$ cat src/hw/rtl/shtp_pkg.sv
// Shared types, constants and the crypt ROM contents for the string hash table probe.
`default_nettype none
package shtp_pkg;

   localparam int TABLE_DEPTH = 1024;
   localparam int SLOT_W = $clog2(TABLE_DEPTH);
   localparam int LEN_W = SLOT_W + 1;
   localparam int ROM_WORDS = 1280;
   localparam int HASH_W = 32;
   localparam int CFG_W = 11;
   localparam int OUT_SLOT_W = 10;
   localparam int QUEUE_DEPTH = 2;
   localparam int QUEUE_PTR_W = $clog2(QUEUE_DEPTH);
   localparam int QUEUE_CNT_W = $clog2(QUEUE_DEPTH + 1);

   localparam logic [HASH_W-1:0] SEED_ONE_INIT = 32'h7FED_7FED;
   localparam logic [HASH_W-1:0] SEED_TWO_INIT = 32'hEEEE_EEEE;
   localparam logic [CFG_W-1:0] TABLE_LENGTH_RESET = 11'd1024;

   typedef enum logic [1:0] {
      ST_INSERTED  = 2'd0,
      ST_FULL      = 2'd1,
      ST_FOUND     = 2'd2,
      ST_NOT_FOUND = 2'd3
   } status_type;

   typedef enum logic {
      REQ_LOOKUP = 1'b0,
      REQ_INSERT = 1'b1
   } req_kind_type;

   typedef enum logic [2:0] {
      PS_CLEAR,
      PS_IDLE,
      PS_DIV,
      PS_READ,
      PS_CHECK,
      PS_OUT
   } probe_state_type;

   typedef struct packed {
      logic              req_type;
      logic [HASH_W-1:0] hash0;
      logic [HASH_W-1:0] hash1;
      logic [HASH_W-1:0] hash2;
   } job_type;

   typedef struct packed {
      logic              valid;
      logic [HASH_W-1:0] check_a;
      logic [HASH_W-1:0] check_b;
   } slot_entry_type;

   typedef logic [HASH_W-1:0] crypt_rom_type [ROM_WORDS];

   function automatic crypt_rom_type build_crypt_rom();
      crypt_rom_type rom;
      logic [31:0]   x;
      logic [31:0]   hi;
      logic [31:0]   lo;
      x = 32'h0010_0001;
      for (int r = 0; r < 256; r++) begin
         for (int k = 0; k < 5; k++) begin
            x = (x * 32'd125 + 32'd3) % 32'h002A_AAAB;
            hi = (x & 32'h0000_FFFF) << 16;
            x = (x * 32'd125 + 32'd3) % 32'h002A_AAAB;
            lo = x & 32'h0000_FFFF;
            rom[r + k * 256] = hi | lo;
         end
      end
      return rom;
   endfunction

   localparam crypt_rom_type CRYPT_ROM = build_crypt_rom();

endpackage
`default_nettype wire

$ cat src/hw/rtl/shtp_queue.sv
// Two-entry job queue between the hash front end and the probe engine.
`default_nettype none
module shtp_queue
   import shtp_pkg::*;
(
   input  wire logic    clock,
   input  wire logic    reset,
   input  wire logic    push,
   input  wire job_type push_data,
   input  wire logic    pop,
   output      job_type pop_data,
   output      logic    full,
   output      logic    empty
);

   job_type                entry_ff [QUEUE_DEPTH];
   logic [QUEUE_PTR_W-1:0] wr_ptr_ff;
   logic [QUEUE_PTR_W-1:0] rd_ptr_ff;
   logic [QUEUE_CNT_W-1:0] count_ff;

   always_ff @(posedge clock) begin
      if (push) begin
         entry_ff[wr_ptr_ff] <= push_data;
      end
   end

   always_ff @(posedge clock) begin
      if (reset) begin
         wr_ptr_ff <= '0;
         rd_ptr_ff <= '0;
         count_ff  <= '0;
      end else begin
         if (push) begin
            wr_ptr_ff <= (wr_ptr_ff == QUEUE_PTR_W'(QUEUE_DEPTH - 1)) ? '0
                         : wr_ptr_ff + QUEUE_PTR_W'(1);
         end
         if (pop) begin
            rd_ptr_ff <= (rd_ptr_ff == QUEUE_PTR_W'(QUEUE_DEPTH - 1)) ? '0
                         : rd_ptr_ff + QUEUE_PTR_W'(1);
         end
         count_ff <= count_ff + QUEUE_CNT_W'(push) - QUEUE_CNT_W'(pop);
      end
   end

   assign pop_data = entry_ff[rd_ptr_ff];
   assign full  = (count_ff == QUEUE_CNT_W'(QUEUE_DEPTH));
   assign empty = (count_ff == '0);

endmodule
`default_nettype wire

$ cat config.mk
export PLATFORM = sky130hd
export DESIGN_NAME = shtp_queue
export DESIGN_NICKNAME = d
export VERILOG_FILES = /design/src/hw/rtl/shtp_pkg.sv /design/src/hw/rtl/shtp_queue.sv
export SDC_FILE = /design/constraint.sdc
export NUM_CORES = 1
export LEC_CHECK = 0
export ABC_CLOCK_PERIOD_IN_PS = 7080
export BUFFER_PORTS_ARGS = -buffer_cell sky130_fd_sc_hd__buf_2
export CORE_MARGIN = 5
export CORE_UTILIZATION = 45
export CTS_BUF_LIST = sky130_fd_sc_hd__clkbuf_4
export DETAILED_ROUTE_END_ITERATION = 12
export GPL_ROUTABILITY_DRIVEN = 0
export GPL_TIMING_DRIVEN = 0
export HOLD_SLACK_MARGIN = 0.1
export PLACE_DENSITY = 0.7
export SYNTH_ARGS = -nofsm -noshare
export SYNTH_HDL_FRONTEND = slang
export SYNTH_SLANG_ARGS = --single-unit
export TNS_END_PERCENT = 1
$ cat constraint.sdc
create_clock -name clock -period 7.08 [get_ports clock]
set_input_delay 1.416 -clock clock [delete_from_list [all_inputs] [get_ports clock]]
set_output_delay 1.416 -clock clock [all_outputs]
set_load 0.01 [all_outputs]
==> impl_metrics.json <==
{
  "outcome": "finished clean",
  "fmax_mhz": 305.1,
  "cap_violations": 0,
  "finalSetupViolations": 0,
  "fin_skew_ns": 0.02050,
  "synth_simple_gate_area_share_pct": 0.5972,
  "cts_tree": "built",
  "reg2reg_setup_slack_ns": 5.36,
  "firstDrtPassIters": 4,
  "vias_per_cell": 4.755,
  "drc_errors": 0,
  "yosysTopAreaCellShare_pct": 79.44,
  "post_cts_resized": 0,
  "end_kind": "output port",
  "finalHoldViolCount": 0,
  "nets": 648,
  "synth_seq_cells": 199,
  "critPathMaxFanout": 10,
  "overflow": 0,
  "leakagePower_nw": 3.428,
  "grtUsageTotal_pct": 14.13,
  "rr_startpoint": "wr_ptr_ff",
  "cts_buffers": 17,
  "synth_top_cell_by_area": "edfxtp_1",
  "reg2reg_depth": 2,
  "tightest_slew_ns": 0.6782,
  "synth_compound_area_share_pct": 0,
  "holdPathStages": 2,
  "drv_slew": 0,
  "clockRootBuffer": "clkbuf_4",
  "period_share_pct": 46.29,
  "num_rows": 46,
  "syn_inst": 323,
  "area_growth_pct": 22.16,
  "synth-xor-area-share_pct": 0.5460,
  "vias": 3685,
  "io_buffers": 199,
  "start_kind": "flop",
  "clock_sinks": 199,
  "postCtsSetupBuffers": 0,
  "synth_nets": 426,
  "synth_fa_ha_area_share_pct": 0.3412,
  "powerDensity_nw_per_um2": 250.5,
  "die_width_um": 137.7,
  "wl_per_cell_um": 17.10,
  "antenna_found_initial": 0,
  "grt_pass1_wl_um": 19990,
  "core_um2": 15940,
  "synth_top_family_by_area": "multiplexers",
  "initial_utilization_pct": 46.00,
  "yosysUniqueCellTypes": 13,
  "place.detailed.hpwl_um": 9524,
  "clkLatencyLatePin_ns": 0.55,
  "syn_avg_cell_area_um2": 22.70,
  "syn_area_um2": 7333,
  "rr_endpoint": "entry_ff[1][71]",
  "dp.cells": 742,
  "synthTopCellsByArea": "edfxtp_1 (79%), mux2_2 (10%), mux2_4 (6.1%), dfxtp_1 (1.4%), buf_6 (0.77%)",
  "initialDrtViolationCount": 125,
  "final_cells": 775,
  "finalWorstSetupSlack_ns": 3.802,
  "grt_pass1_vias": 4002,
  "rsz0062_at_grt": "no",
  "ir_worst_vdd_v": 0.0001599,
  "postRouteAntennaNets": 0,
  "hold_start": "rd_ptr_ff",
  "crit_arrival_ns": 1.86,
  "io_pins": 200,
  "seq_area_frac_synth_pct": 80.81,
  "ys_warn_count": 0,
  "layout-drive-gt1-share_pct": 61.11,
  "die_h_um": 137.7,
  "power.total_mw": 2.244,
  "grt_max_degree": 53,
  "muxShareOfSynthArea_pct": 16.43,
  "cts.htree.levels": 4,
  "clk_pin_slew_ns": 0.14,
  "pre_cts_ws_ns": 4.120,
  "period_needed_ns": 3.278,
  "die_area_um2": 18950,
  "clock_path_buffers": 2,
  "crit_type": "reg2out",
  "hp-class": "reg2reg",
  "slew_headroom_pct": 54.79,
  "cts_hold_buf": 0,
  "detail_route.wirelength_um": 13260,
  "cp.required_ns": 5.66
}
-- cells in the mapped netlist --
cell type	number
edfxtp_1	194
mux2_2	67
mux2_4	30
buf_2	6
buf_6	5
dfxtp_1	5
nor2_1	5
nor2b_1	3
ha_1	2
inv_1	2
xnor2_1	2
and2_1	1
xnor3_1	1
-- registers in the layout, summed over array words and instances, names as in the netlist, named ones only --
register,cells
rd_ptr_ff,1
count_ff,2
entry_ff,194
wr_ptr_ff,1
-- worst max path at each step --
stage                      endpoint  start
CTS                    pop_data[63]   flop
global route           pop_data[63]   flop
floorplan            entry_ff[0][0]   push
detailed placement  entry_ff[0][73]   push
finish                 pop_data[63]   flop
global placement    entry_ff[0][70]   push
-- layout by cell type, fill, tap and decap left out, types with 2 or more instances in the layout --
cell type,n
mux2_4,30
mux2_2,67
buf_16,2
nor2b_1,2
edfxtp_1,194
inv_1,2
buf_2,205
clkinv_1,4
ha_1,2
buf_12,2
clkbuf_4,20
buf_6,5
clkinv_4,2
nor2_1,5
dfxtp_1,5
inv_6,3
xnor2_1,2
-- worst max-delay path, cell delays in order, from the launching register on --
cell     delay (ns)
dfxtp_1        0.35
buf_6          0.13
buf_6          0.17
buf_6          0.20
mux2_4         0.31
buf_2          0.14
-- layout make-up --
type                    instances  area [um2]
fillers                      1271        6984
flip-flops and latches        199        5926
multi-input cells             111        1324
repair buffers                203        1091
well taps                     216       270.3
clock buffers                  20       150.1
clock inverters                12       101.3
plain buffers                  11       86.33
inverters                       2       7.507
diodes                          1       2.502
-- report_power, final --
group	internal, mW	leakage (nW)	switching [mW]
logic	0.158	1.43	0.157
clock network	0.186	0.138	0.354
registers	1.37	1.86	0.0170
total	1.72	3.43	0.528
-- logic make-up (layout without fill, tap and decap cells) --
logic type,Yosys count,after routing
AND/OR/NAND/NOR,9,9
XOR/XNOR,3,3
flip-flops,199,199
adder cells (fa/ha/maj),2,2
buffers and inverters,13,248
other,0,1
multiplexers,97,97
-- layer usage --
metal	vias to the layer above	global-route usage, %	share of wire, %
li1	1722	-	-
met1	1812	15.79	38
met2	133	24.00	51
met3	18	5.990	9.4
met4	0	5.377	1.7
met5	-	0	0
-- stage by stage --
stage	cell area [um2]	setup TNS [ns]	utilization, %	hold WS, ns
floorplan	7333	0	-	0.4799
global placement	8600	-135.19	53.94	0.4960
detailed placement	8705	0	54.60	0.5095
CTS	8956	0	56.18	0.5443
global route	8956	0	56.18	0.5691
finish	8959	0	56.19	0.5384
No activity file was read; power rests on OpenSTA's default activity.
